**src/rtl/spfgh_pkg.sv**
```systemverilog
// ----------------------------------------------------------------------------
// spfgh_pkg: shared definitions for the signed prefix flip gap heuristic
// mode codes, default stack depth and controller/datapath interface structs
// ----------------------------------------------------------------------------
package spfgh_pkg;

    // default number of stack slots
    localparam int STACK_SIZE_DEF = 16;

    // field widths fixed by the item format
    localparam int MODE_W  = 2;
    localparam int POS_W   = 4;
    localparam int PC_W    = 6;
    localparam int FLIP_W  = 5;
    localparam int HEUR_W  = 5;

    // operation codes
    localparam logic [MODE_W-1:0] MODE_LOAD_GOAL = 2'd0;
    localparam logic [MODE_W-1:0] MODE_LOAD_CUR  = 2'd1;
    localparam logic [MODE_W-1:0] MODE_FLIP      = 2'd2;
    localparam logic [MODE_W-1:0] MODE_EVAL      = 2'd3;

    // commands from controller to datapath
    typedef struct packed {
        logic accept;       // beat taken this cycle
        logic rd_en;        // capture stack reads at up and lo
        logic wr_up;        // flip: write negated lo entry at up
        logic wr_lo;        // flip: write negated up entry at lo
        logic step;         // flip: move up and lo toward each other
        logic issue;        // eval: one stack entry enters the pipeline
        logic finish_flip;  // flip result
        logic finish_eval;  // eval result
    } spfgh_cmd_t;

    // status from datapath to controller
    typedef struct packed {
        logic flip_ok;      // flip count in range
        logic up_lt_lo;
        logic up_eq_lo;
        logic idx_last;     // eval index at bottom slot
    } spfgh_status_t;

endpackage

```
**src/rtl/spfgh_ctrl.sv**
```systemverilog
// ----------------------------------------------------------------------------
// spfgh_ctrl: sequencing state machine
// accepts commands, steps flips pair by pair and walks the stack for eval
// ----------------------------------------------------------------------------
module spfgh_ctrl
    import spfgh_pkg::*;
(
    input  logic              clk,
    input  logic              rst_n,
    input  logic              start,
    input  logic [MODE_W-1:0] mode,
    input  spfgh_status_t     status,
    output spfgh_cmd_t        cmd,
    output logic              busy
);

    localparam logic [3:0] ST_IDLE    = 4'd0;
    localparam logic [3:0] ST_FLIP_RD = 4'd1;
    localparam logic [3:0] ST_FLIP_WU = 4'd2;
    localparam logic [3:0] ST_FLIP_WL = 4'd3;
    localparam logic [3:0] ST_FLIP_WM = 4'd4;
    localparam logic [3:0] ST_EVAL    = 4'd5;
    localparam logic [3:0] ST_DRAIN1  = 4'd6;
    localparam logic [3:0] ST_DRAIN2  = 4'd7;
    localparam logic [3:0] ST_EDONE   = 4'd8;

    logic [3:0] state_reg;
    logic [3:0] state_next;

    // state register
    always_ff @(posedge clk or negedge rst_n)
    begin
        if (!rst_n)
        begin
            state_reg <= ST_IDLE;
        end
        else
        begin
            state_reg <= state_next;
        end
    end

    // next state and commands
    always_comb
    begin
        state_next = state_reg;
        cmd        = '0;
        unique case (state_reg)
            ST_IDLE:
            begin
                cmd.accept = start;
                if (start)
                begin
                    if (mode == MODE_FLIP && status.flip_ok)
                    begin
                        state_next = ST_FLIP_RD;
                    end
                    else if (mode == MODE_EVAL)
                    begin
                        state_next = ST_EVAL;
                    end
                end
            end
            ST_FLIP_RD:
            begin
                cmd.rd_en = 1'b1;
                if (status.up_lt_lo)
                begin
                    state_next = ST_FLIP_WU;
                end
                else if (status.up_eq_lo)
                begin
                    state_next = ST_FLIP_WM;
                end
                else
                begin
                    cmd.finish_flip = 1'b1;
                    state_next      = ST_IDLE;
                end
            end
            ST_FLIP_WU:
            begin
                cmd.wr_up  = 1'b1;
                state_next = ST_FLIP_WL;
            end
            ST_FLIP_WL:
            begin
                cmd.wr_lo  = 1'b1;
                cmd.step   = 1'b1;
                state_next = ST_FLIP_RD;
            end
            ST_FLIP_WM:
            begin
                // middle entry of an odd flip only changes sign
                cmd.wr_lo       = 1'b1;
                cmd.finish_flip = 1'b1;
                state_next      = ST_IDLE;
            end
            ST_EVAL:
            begin
                cmd.rd_en = 1'b1;
                cmd.issue = 1'b1;
                if (status.idx_last)
                begin
                    state_next = ST_DRAIN1;
                end
            end
            ST_DRAIN1:
            begin
                state_next = ST_DRAIN2;
            end
            ST_DRAIN2:
            begin
                state_next = ST_EDONE;
            end
            ST_EDONE:
            begin
                cmd.finish_eval = 1'b1;
                state_next      = ST_IDLE;
            end
            default:
            begin
                state_next = ST_IDLE;
            end
        endcase
    end

    assign busy = (state_reg != ST_IDLE);

endmodule

```
**src/rtl/spfgh_dp.sv**
```systemverilog
// ----------------------------------------------------------------------------
// spfgh_dp: stack and goal memories, flip pointers and gap pipeline
// evaluates one stack entry per cycle through a two stage read pipeline
// ----------------------------------------------------------------------------
module spfgh_dp
    import spfgh_pkg::*;
#(
    parameter int STACK_SIZE = STACK_SIZE_DEF
)
(
    input  logic                    clk,
    input  logic                    rst_n,
    input  logic [MODE_W-1:0]       mode,
    input  logic [POS_W-1:0]        position,
    input  logic signed [PC_W-1:0]  pancake,
    input  logic [FLIP_W-1:0]       flip_count,
    input  spfgh_cmd_t              cmd,
    output spfgh_status_t           status,
    output logic                    done,
    output logic [HEUR_W-1:0]       heuristic,
    output logic                    error
);

    localparam int IDX_W = $clog2(STACK_SIZE);
    localparam int CNT_W = $clog2(2 * STACK_SIZE) + 1;

    logic signed [PC_W-1:0] stack_mem [STACK_SIZE];
    logic signed [PC_W-1:0] goal_mem  [STACK_SIZE];

    logic [IDX_W-1:0]       up_reg;
    logic [IDX_W-1:0]       lo_reg;
    logic signed [PC_W-1:0] rd_a_reg;
    logic signed [PC_W-1:0] rd_b_reg;
    logic signed [PC_W-1:0] goal_rd_reg;
    logic                   s1_valid_reg, s1_first_reg, s1_last_reg;
    logic                   s2_valid_reg, s2_first_reg, s2_last_reg;
    logic                   s2_neg_reg;
    logic signed [PC_W-1:0] prev_loc_reg;
    logic [CNT_W-1:0]       cnt_reg;
    logic                   done_reg;
    logic                   err_reg;
    logic [HEUR_W-1:0]      heur_reg;

    logic [PC_W-1:0]        mag_in;
    logic                   load_bad;
    logic                   slot_ok;
    logic                   ld_goal;
    logic                   ld_cur;
    logic [PC_W-1:0]        goal_pos;
    logic signed [PC_W-1:0] goal_val;
    logic [PC_W-1:0]        rd_a_mag;
    logic [IDX_W-1:0]       goal_addr;
    logic signed [PC_W-1:0] loc;
    logic [PC_W-1:0]        mag_a;
    logic [PC_W-1:0]        mag_b;
    logic [PC_W-1:0]        mag_diff;
    logic                   opp_sign;
    logic [1:0]             pair_inc;
    logic                   bot_inc;
    logic [7:0]             cnt_ext;
    logic [HEUR_W-1:0]      heur_sat;
    logic                   immediate;

    // load decode
    assign mag_in   = pancake[PC_W-1] ? (~pancake + 6'd1) : pancake;
    assign load_bad = (pancake == 6'sd0) || ({1'b0, mag_in} > 7'(STACK_SIZE));
    assign slot_ok  = ({2'b00, position} < 6'(STACK_SIZE));
    assign ld_goal  = cmd.accept && (mode == MODE_LOAD_GOAL) && !load_bad && slot_ok;
    assign ld_cur   = cmd.accept && (mode == MODE_LOAD_CUR) && !load_bad && slot_ok;
    assign goal_pos = {2'b00, position} + 6'd1;
    assign goal_val = pancake[PC_W-1] ? $signed(~goal_pos + 6'd1) : $signed(goal_pos);

    // status toward the controller
    assign status.flip_ok  = (flip_count >= 5'd2) && ({1'b0, flip_count} <= 6'(STACK_SIZE));
    assign status.up_lt_lo = (up_reg < lo_reg);
    assign status.up_eq_lo = (up_reg == lo_reg);
    assign status.idx_last = (up_reg == IDX_W'(STACK_SIZE - 1));

    // goal lookup address from the captured stack entry
    assign rd_a_mag  = rd_a_reg[PC_W-1] ? (~rd_a_reg + 6'd1) : rd_a_reg;
    assign goal_addr = IDX_W'(rd_a_mag - 6'd1);

    // stack memory: one write port, two registered read ports
    always_ff @(posedge clk)
    begin
        if (ld_cur)
        begin
            stack_mem[IDX_W'(position)] <= pancake;
        end
        else if (cmd.wr_up)
        begin
            stack_mem[up_reg] <= -rd_b_reg;
        end
        else if (cmd.wr_lo)
        begin
            stack_mem[lo_reg] <= -rd_a_reg;
        end
        if (cmd.rd_en)
        begin
            rd_a_reg <= stack_mem[up_reg];
            rd_b_reg <= stack_mem[lo_reg];
        end
    end

    // goal memory: indexed by pancake magnitude
    always_ff @(posedge clk)
    begin
        if (ld_goal)
        begin
            goal_mem[IDX_W'(mag_in - 6'd1)] <= goal_val;
        end
        goal_rd_reg <= goal_mem[goal_addr];
    end

    // flip pointers and eval index
    always_ff @(posedge clk)
    begin
        if (cmd.accept)
        begin
            up_reg <= '0;
            lo_reg <= IDX_W'(flip_count - 5'd1);
        end
        else if (cmd.step)
        begin
            up_reg <= up_reg + 1'b1;
            lo_reg <= lo_reg - 1'b1;
        end
        else if (cmd.issue)
        begin
            up_reg <= up_reg + 1'b1;
        end
    end

    // gap terms of the entry leaving the pipeline
    assign loc      = s2_neg_reg ? -goal_rd_reg : goal_rd_reg;
    assign mag_a    = prev_loc_reg[PC_W-1] ? (~prev_loc_reg + 6'd1) : prev_loc_reg;
    assign mag_b    = loc[PC_W-1] ? (~loc + 6'd1) : loc;
    assign mag_diff = (mag_a > mag_b) ? (mag_a - mag_b) : (mag_b - mag_a);
    assign opp_sign = ((prev_loc_reg < 0) && (loc > 0)) || ((prev_loc_reg > 0) && (loc < 0));

    always_comb
    begin
        if (s2_first_reg)
        begin
            pair_inc = 2'd0;
        end
        else if (mag_diff > 6'd1)
        begin
            pair_inc = 2'd1;
        end
        else if (opp_sign)
        begin
            pair_inc = 2'd2;
        end
        else
        begin
            pair_inc = 2'd0;
        end
    end

    assign bot_inc = s2_last_reg && ({loc[PC_W-1], loc} != 7'(STACK_SIZE));

    // pipeline valid flags
    always_ff @(posedge clk or negedge rst_n)
    begin
        if (!rst_n)
        begin
            s1_valid_reg <= 1'b0;
            s2_valid_reg <= 1'b0;
        end
        else
        begin
            s1_valid_reg <= cmd.issue;
            s2_valid_reg <= s1_valid_reg;
        end
    end

    // pipeline payload and gap accumulator
    always_ff @(posedge clk)
    begin
        s1_first_reg <= (up_reg == '0);
        s1_last_reg  <= status.idx_last;
        s2_first_reg <= s1_first_reg;
        s2_last_reg  <= s1_last_reg;
        s2_neg_reg   <= rd_a_reg[PC_W-1];
        if (cmd.accept)
        begin
            cnt_reg <= '0;
        end
        else if (s2_valid_reg)
        begin
            cnt_reg      <= cnt_reg + CNT_W'(pair_inc) + CNT_W'(bot_inc);
            prev_loc_reg <= loc;
        end
    end

    // saturate the count to the result width
    assign cnt_ext  = 8'(cnt_reg);
    assign heur_sat = (cnt_ext > 8'd31) ? 5'd31 : cnt_ext[HEUR_W-1:0];

    // loads and rejected flips answer right away
    assign immediate = (mode == MODE_LOAD_GOAL) || (mode == MODE_LOAD_CUR) ||
                       ((mode == MODE_FLIP) && !status.flip_ok);

    // result beat
    always_ff @(posedge clk or negedge rst_n)
    begin
        if (!rst_n)
        begin
            done_reg <= 1'b0;
        end
        else
        begin
            done_reg <= (cmd.accept && immediate) || cmd.finish_flip || cmd.finish_eval;
        end
    end

    always_ff @(posedge clk)
    begin
        if (cmd.accept)
        begin
            heur_reg <= '0;
            err_reg  <= (mode == MODE_FLIP) ? !status.flip_ok : load_bad;
        end
        else if (cmd.finish_flip)
        begin
            heur_reg <= '0;
            err_reg  <= 1'b0;
        end
        else if (cmd.finish_eval)
        begin
            heur_reg <= heur_sat;
            err_reg  <= 1'b0;
        end
    end

    assign done      = done_reg;
    assign heuristic = heur_reg;
    assign error     = err_reg;

endmodule

```
**src/rtl/signed_prefix_flip_gap_heuristic.sv**
```systemverilog
// ----------------------------------------------------------------------------
// signed_prefix_flip_gap_heuristic: burned pancake stack with gap count
// load goal and stack entries, flip signed prefixes, evaluate the gap count
// ----------------------------------------------------------------------------
// loads and rejected commands: result beat in the cycle after accept, next accept the same cycle
// flip of k: per pair a read, a write at up and a write at lo, then a final read (odd k adds a
// middle sign write), set by the single stack write port; evaluate: ST_EVAL walks every slot, then
// ST_DRAIN1, ST_DRAIN2 and ST_EDONE precede the beat; one stack read per cycle feeds a two stage goal lookup pipeline
// reset clears the controller and result strobe; memories stay undefined until loaded
// the result beat cannot be stalled: done is high for exactly one cycle per item
module signed_prefix_flip_gap_heuristic
    import spfgh_pkg::*;
#(
    parameter int STACK_SIZE = STACK_SIZE_DEF
)
(
    input  logic                    clk,
    input  logic                    rst_n,
    input  logic                    start,
    output logic                    busy,
    input  logic [MODE_W-1:0]       mode,
    input  logic [POS_W-1:0]        position,
    input  logic signed [PC_W-1:0]  pancake,
    input  logic [FLIP_W-1:0]       flip_count,
    output logic                    done,
    output logic [HEUR_W-1:0]       heuristic,
    output logic                    error
);

    localparam int EVAL_LAT = STACK_SIZE + 4;

    spfgh_cmd_t    cmd;
    spfgh_status_t status;

    // sequencing
    spfgh_ctrl u_ctrl
    (
        .clk    (clk),
        .rst_n  (rst_n),
        .start  (start),
        .mode   (mode),
        .status (status),
        .cmd    (cmd),
        .busy   (busy)
    );

    // storage and arithmetic
    spfgh_dp #(
        .STACK_SIZE (STACK_SIZE)
    ) u_dp
    (
        .clk        (clk),
        .rst_n      (rst_n),
        .mode       (mode),
        .position   (position),
        .pancake    (pancake),
        .flip_count (flip_count),
        .cmd        (cmd),
        .status     (status),
        .done       (done),
        .heuristic  (heuristic),
        .error      (error)
    );

    // evaluate beat arrives after the full walk and drain
    a_eval_latency: assert property (@(posedge clk) disable iff (!rst_n)
        (start && !busy && mode == MODE_EVAL) |-> ##EVAL_LAT done)
        else $error("evaluate result not on time");

    // loads answer on the next cycle with zero count
    a_load_beat: assert property (@(posedge clk) disable iff (!rst_n)
        (start && !busy && (mode == MODE_LOAD_GOAL || mode == MODE_LOAD_CUR))
        |=> (done && heuristic == '0 && !busy))
        else $error("load result missing");

    // rejected flip reports error at once
    a_flip_reject: assert property (@(posedge clk) disable iff (!rst_n)
        (start && !busy && mode == MODE_FLIP && flip_count < 5'd2) |=> (done && error))
        else $error("bad flip count not rejected");

    // two entry flip takes one swap and one final check
    a_flip_two: assert property (@(posedge clk) disable iff (!rst_n)
        (start && !busy && mode == MODE_FLIP && flip_count == 5'd2)
        |-> ##5 (done && !error))
        else $error("two entry flip result not on time");

endmodule

```
**config.mk**
```make
export PLATFORM = sky130hd
export DESIGN_NAME = signed_prefix_flip_gap_heuristic
export DESIGN_NICKNAME = d
export VERILOG_FILES = /design/src/rtl/spfgh_pkg.sv /design/src/rtl/spfgh_ctrl.sv /design/src/rtl/spfgh_dp.sv /design/src/rtl/signed_prefix_flip_gap_heuristic.sv
export SDC_FILE = /design/constraint.sdc
export NUM_CORES = 1
export LEC_CHECK = 0
export BUFFER_PORTS_ARGS = -buffer_cell sky130_fd_sc_hd__buf_4
export CAP_MARGIN = 10
export CORE_AREA = 2 2 150 152
export CTS_CLUSTER_SIZE = 20
export DETAILED_ROUTE_END_ITERATION = 6
export DIE_AREA = 0 0 152 154
export GPL_ROUTABILITY_DRIVEN = 0
export PLACE_DENSITY = 0.79
export SYNTH_ARGS = -nofsm -noshare
export SYNTH_HDL_FRONTEND = slang
export SYNTH_SLANG_ARGS = --single-unit
```
**constraint.sdc**
```tcl
create_clock -name clk -period 4.5 [get_ports clk]
set_input_delay 0.225 -clock clk [delete_from_list [all_inputs] [get_ports clk]]
set_output_delay 0.225 -clock clk [all_outputs]
set_load 0.05 [all_outputs]
```
==> impl_metrics.yaml, run 1 <==
pwr:
  peakVddDrop_mv: 0.730
  swShare_pct: 38.9
  pwr-share-comb_pct: 56.7
  clkPwrFrac_pct: 15.6
  pwr-share-seq_pct: 27.8
  p_int_uw: 7490
  p_leak_uw: 0.00494
  power.density_mw_per_mm2: 865
  p_sw_uw: 4770
setup_path:
  cp_slowest_cell: "or4_4"
  worstPathRequired_ps: 4890
  cp_common_cell: "or4_4"
  cp.buffers_inverters: 3
  cpLargestDelayFamily: "simple AND/OR/NAND/NOR gates"
  reg2regPathDepth: 19
  cp.depth: 19
  critPathArrivalTime_ps: 4780
  path_class: "flip-flop to flip-flop"
  critPathLaunchType: "flip-flop"
  cp_cell_sequence: "or4_4, o21ai_4, xor2_4, buf_12, buf_6, a21oi_4, buf_4, fa_1, a21o_1, a21oi_1, a211oi_1, a221oi_2, o31ai_2, or4_4, fa_2, nor2b_2, nand3_1, xor2_1, nor2_1"
  cpPeakStageDelay_ps: 540
  critPathMaxFanout: 7
  critPathCaptureType: "flip-flop"
sta:
  finalHoldViolCount: 0
  max_slew_margin_pct: 24.2
  clock_skew_ps: 20.8
  rsz0062_at_grt: "true"
  fin_crit_sh_pct: 97.5
  final-setup-viol-count: 0
  drv_slew: 0
  fin_setup_tns_ps: 0
  fmax_mhz: 228
  finalCriticalPeriod_ps: 4390
  worst_slew_pin_slew_ps: 1130
final_layout:
  fill_cells: 1457
  drive_gt1_share_pct: 30.0
  diodes: 0
  fin_area_mm2: 0.0142
  final_nets: 953
  reg.largest.list: "u_dp.goal_mem: 96 flops, u_dp.stack_mem: 96 flops"
  finalNonFillerCells: 1200
  area_growth_pct: 15.4
clock_network:
  cts_tree: "done"
  clkTransAtPathRegs_ps: 60
  htree_levels: 1
  cts-buffers-inserted: 25
  insertion_delay_ps: 530
  cts_buffer_depth: 3
  clkSinkCount: 248
  cts_root_buffer: "clkbuf_16"
floorplanning:
  rows: 54
  core_mm2: 0.0217
  start_util_pct: 56.6
  die_width_um: 152
  io_pins: 28
  die_y_um: 154
  die_area_mm2: 0.0234
job:
  maxCapViolCount: 0
place:
  dpl.hpwl_um: 18200
  placed_cell_area_mm2: 0.0131
  port_buffers: 27
  dp_cells: 1137
drt:
  drt_iter0_markers: 777
  ant_nets: 0
  viasPerCell: 6.27
  wire_per_inst_um: 22.6
  drcViolationCount: 0
  via_count: 7523
  finalWirelength_um: 27200
  drt_pre_antenna_iters: 5
synthesis:
  syn_area_mm2: 0.0123
  syn-num-nets: 865
  synth.distinct_cells: 76
  synth_flop_cell: "edfxtp_1"
  ys_seq_area_share_pct: 58.2
  yosysWarnings: 0
  syn_inst: 814
  synth_area_per_cell_um2: 15.1
  synth_edf_count: 215
  synth_seq_cells: 248
  async_reset_ff_share_pct: 2.82
min_path:
  hold_class: "input pin to async pin"
global_routing:
  grt_max_degree: 30
  antenna_found_initial: 0
  grt_pass1_wl_um: 41100
  grt_pass1_vias: 7387
  track_usage_pct: 22.6
  gr-total-overflow: 0
outcome:
  status: "completed"
==> through the flow <==
stage	hold slack, ps	worst slack, ps	power [uW]	utilization (%)
after detailed placement	52.6	-78.7	9080	60.3
after CTS	46.9	6.59	11100	63.8
final	62.2	111	12300	65.4
after floorplan	-70.6	61.2	7500	-
after global placement	53.3	8.55	8970	60.3
after global routing	55.1	-143	12900	65.4
==> path summary, 6_finish.rpt <==
check	from	to	slack [ps]
worst max-delay path	u_dp.goal_rd_reg[3]	u_dp.cnt_reg[4]	110
worst min-delay path	rst_n	u_dp.s1_valid_reg	60
worst max register to register	u_dp.goal_rd_reg[3]	u_dp.cnt_reg[4]	110
worst min register to register	u_dp.s1_last_reg	u_dp.s2_last_reg	330
max in group asynchronous	rst_n	u_dp.done	4300
min in group clk	flip_count[0]	u_dp.lo_reg[0]	70
==> worst reg2reg max path: cells and delay by family (launching register included) <==
family	cells	cell delay, ps
buffers and inverters	3	390
and+or+nand+nor	5	1360
DFF	1	310
xor gates and xnor gates	2	310
AOI/OAI and AO/OA	7	1120
adders and majority gates	2	790
==> power by group through the flow <==
| stage | Combinational (uW) | Sequential [uW] | Clock (uW) |
|---|---|---|---|
| after floorplan | 4160 | 3340 | 0 |
| after global placement | 5540 | 3430 | 0 |
| after detailed placement | 5630 | 3450 | 0 |
| after CTS | 5710 | 3400 | 1940 |
| after global routing | 7440 | 3450 | 2020 |
| final | 6950 | 3410 | 1910 |
==> logic make-up (layout without fill, tap and decap cells) <==
family / after synthesis / count (layout) / share of synthesized area [%]
AO/OA/AOI/OAI: 109 / 109 / 6.34
XOR/XNOR: 43 / 43 / 3.28
adder cells (fa/ha/maj): 31 / 31 / 3.40
buffers and inverters: 82 / 188 / 2.90
flip-flops: 248 / 248 / 58.2
multiplexers: 100 / 100 / 17.5
AND/OR/NAND/NOR: 201 / 201 / 8.36
==> Yosys cell counts (3+ instances only) <==
| cell type | n | area [um2] |
|---|---|---|
| a21o_1 | 6 | 45.0 |
| o31ai_1 | 4 | 30.0 |
| fa_1 | 4 | 80.1 |
| nand2_1 | 36 | 135 |
| mux4_2 | 84 | 1890 |
| o21a_1 | 4 | 30.0 |
| clkbuf_1 | 15 | 56.3 |
| nand4_1 | 5 | 31.3 |
| buf_6 | 3 | 33.8 |
| and3_1 | 7 | 43.8 |
| mux2i_1 | 10 | 100 |
| nor2b_1 | 9 | 56.3 |
| a21boi_0 | 3 | 22.5 |
| a211oi_1 | 13 | 97.6 |
| nor2_1 | 60 | 225 |
| edfxtp_1 | 215 | 6460 |
| mux4_1 | 6 | 158 |
| o211ai_1 | 4 | 30.0 |
| o21ai_0 | 14 | 70.1 |
| nor4_1 | 5 | 31.3 |
| nand3_1 | 11 | 55.1 |
| xor2_1 | 23 | 201 |
| dfrtp_1 | 7 | 175 |
| dfxtp_1 | 26 | 521 |
| buf_2 | 15 | 75.1 |
| nor3_1 | 32 | 160 |
| ha_1 | 27 | 338 |
| nand3b_1 | 5 | 37.5 |
| nand2b_1 | 8 | 50.1 |
| buf_1 | 4 | 15.0 |
| xnor2_1 | 18 | 158 |
| a21oi_1 | 31 | 155 |
| inv_1 | 42 | 158 |
| a31oi_1 | 3 | 18.8 |
==> cell usage in the layout (no fill, tap or decap), types with 6 or more instances in the layout <==
| master | n |
|---|---|
| nor2_1 | 55 |
| inv_1 | 41 |
| a21o_1 | 6 |
| a21oi_1 | 25 |
| mux4_2 | 84 |
| mux4_1 | 6 |
| dfxtp_1 | 23 |
| clkinv_1 | 7 |
| dfrtp_1 | 7 |
| a211oi_1 | 13 |
| xor2_1 | 22 |
| nand2b_1 | 6 |
| clkbuf_16 | 25 |
| ha_1 | 24 |
| mux2i_1 | 10 |
| nor3_1 | 31 |
| nand3_1 | 10 |
| edfxtp_1 | 215 |
| nand2_1 | 35 |
| xnor2_1 | 16 |
| and3_1 | 6 |
| nor2b_1 | 8 |
| buf_4 | 93 |
| o21ai_0 | 12 |
==> final cells by class <==
type                    count  area (um2)  area share [%]
clock buffers              29         641            4.52
repair buffers            100         778            5.49
well taps                 280         350            2.47
inverters                  43         161            1.14
flip-flops and latches    248        7160            50.5
clock inverters            16         106           0.750
multi-input cells         484        4980            35.2
==> timing repair <==
| item | in CTS | in global routing |
|---|---|---|
| cloned | 0 | 1 |
| buffers inserted | 0 | 13 |
| gates resized for setup | 3 | 45 |
| pin swaps | 2 | 20 |
| endpoints found under the setup margin | 2 | 5 |
| hold buffers | 1 | 0 |
| hold endpoints to repair | 7 | 0 |
==> routing by layer <==
layer	vias up	routed length [um]	GRT usage, %
met2	300	13500	37.2
li1	3377	-	-
met4	0	703	6.72
met3	54	2000	4.51
met5	-	0	0
met1	3792	11000	31.1
No activity file was read; power rests on OpenSTA's default activity.
==> run 2, diff against run 1 <==
PLACE_DENSITY = unset   (was 0.79)
PLACE_DENSITY_LB_ADDON = 0.08   (was unset)
==> impl_metrics.yaml, run 2 (same netlist as run 1, synthesis figures left out) <==
global_routing:
  grt_pass1_vias: 7582
  grt_pass1_wl_um: 41600
  track_usage_pct: 22.6
  antenna_found_initial: 0
  gr-total-overflow: 0
  grt_max_degree: 31
final_layout:
  finalNonFillerCells: 1195
  fin_area_mm2: 0.0142
  area_growth_pct: 15.4
  final_common_cell: "edfxtp_1"
  drive_gt1_share_pct: 29.1
  final_cell_mix: "edfxtp_1 (215), buf_4 (88), mux4_2 (84)"
  diodes: 0
  reg.largest.list: "u_dp.goal_mem: 96 flops, u_dp.stack_mem: 96 flops"
  final_nets: 948
pwr:
  peakVddDrop_mv: 0.675
  p_leak_uw: 0.00493
  power.density_mw_per_mm2: 860
  power.total_uw: 12200
setup_path:
  r2r_setup_slack_ps: 30
  crit_path_start: "u_dp.goal_rd_reg[2]"
  worstPathRequired_ps: 4860
  path_class: "flip-flop to flip-flop"
  reg2regPathDepth: 19
  critPathMaxFanout: 8
  rr_startpoint: "u_dp.goal_rd_reg[2]"
  critPathLaunchType: "flip-flop"
  rr_endpoint: "u_dp.cnt_reg[4]"
  critPathCaptureType: "flip-flop"
  critPathArrivalTime_ps: 4840
drt:
  finalWirelength_um: 26500
  drt_pre_antenna_iters: 5
  drcViolationCount: 0
  wl_met3_um: 902
  met2_length_um: 14100
  wire_per_inst_um: 22.2
  via_count: 7349
  viasPerCell: 6.15
  ant_nets: 0
  wl_met1_um: 10900
  drt_iter0_markers: 511
  top_layer_used: "met4"
place:
  dp_cells: 1133
  dpl.hpwl_um: 18400
  placed_cell_area_mm2: 0.0130
  port_buffers: 27
floorplanning:
  start_util_pct: 56.6
  io_pins: 28
  die_width_um: 152
  rows: 54
  core_mm2: 0.0217
  die_area_mm2: 0.0234
  die_y_um: 154
outcome:
  status: "completed"
clock_network:
  cts_buffer_depth: 3
  cts_root_buffer: "clkbuf_16"
  clkSinkCount: 248
  clkTransAtPathRegs_ps: 60
  cts_tree: "done"
  cts-buffers-inserted: 25
  insertion_delay_ps: 520
  htree_levels: 1
sta:
  finalHoldViolCount: 0
  worst_slew_pin_slew_ps: 1160
  drv_slew: 0
  clock_skew_ps: 21.2
  finalCriticalPeriod_ps: 4470
  max_slew_margin_pct: 22.8
  fin_crit_sh_pct: 99.4
  rsz0062_at_grt: "true"
  fmax_mhz: 224
  final-setup-viol-count: 0
  holdWs_ps: 71.3
min_path:
  hold_class: "input pin to async pin"
job:
  maxCapViolCount: 0
==> run 2: cell types whose count changed in the layout (fill, tap and decap cells not counted), moves of 3 or more <==
cell / delta
buf_4: -5
bufinv_16: +3
clkbuf_1: +3
clkinv_2: -3
==> run 2: metrics by stage <==
| step | worst slack, ps | TNS [ps] | utilization (%) |
|---|---|---|---|
| 6_report | 26.2 | 0 | 65.4 |
| 3_3_place_gp | 21.5 | 0 | 60.1 |
| 5_1_grt | -178 | -485 | 65.4 |
| 2_1_floorplan | 61.2 | 0 | - |
| 3_5_place_dp | -136 | -236 | 60.1 |
| 4_1_cts | -8.48 | -8.48 | 64.3 |
==> run 2: worst max path at each step <==
stage,to,cells past startpoint,slack (ps)
5_1_grt,u_dp.cnt_reg[4],18,-180
4_1_cts,u_dp.cnt_reg[4],20,-8
6_report,u_dp.cnt_reg[4],19,30
2_1_floorplan,u_dp.cnt_reg[4],18,60
3_3_place_gp,u_dp.cnt_reg[4],18,20
3_5_place_dp,u_dp.cnt_reg[4],19,-140
==> run 2: worst max-delay path, stage by stage, from the launching register on <==
cell and delay (ps):
dfxtp_2 320, or4_4 540, o21ai_4 190, xor2_4 270, buf_6 140, inv_2 40, nand4_1 130, ha_4 260
buf_6 130, a21oi_4 200, o211a_1 260, o22ai_1 120, a221oi_2 280, o31ai_2 140, or4_4 530, fa_2 340
nor2b_2 130, nand3_1 90, xor2_1 150, nor2_1 60
==> run 2: layer usage <==
metal	up-vias	GRT usage, %
li1	3343	-
met1	3774	28.9
met2	191	41.3
met3	41	2.40
met4	0	6.54
met5	-	0
==> run 2: layout make-up <==
cell class | count | area, um2
clock buffer | 32 | 652
fill | 1505 | 7510
multi-input combinational | 484 | 4950
inverter | 43 | 161
tap | 280 | 350
sequential | 248 | 7150
clock inverter | 13 | 164
timing repair buffer | 95 | 738
==> run 2: where the power goes <==
part	internal [uW]	switching, uW
combinational	3170	3590
sequential	3090	269
clock	1250	823
total	7510	4680
==> run 2: what timing repair did <==
item / 4_1_cts / 5_1_grt
endpoints found under the setup margin: 2 / 5
hold buffers: 1 / 0
pin swaps: 9 / 25
resized for setup: 12 / 34
endpoints found under the hold margin: 7 / 0
setup buffers: 6 / 9
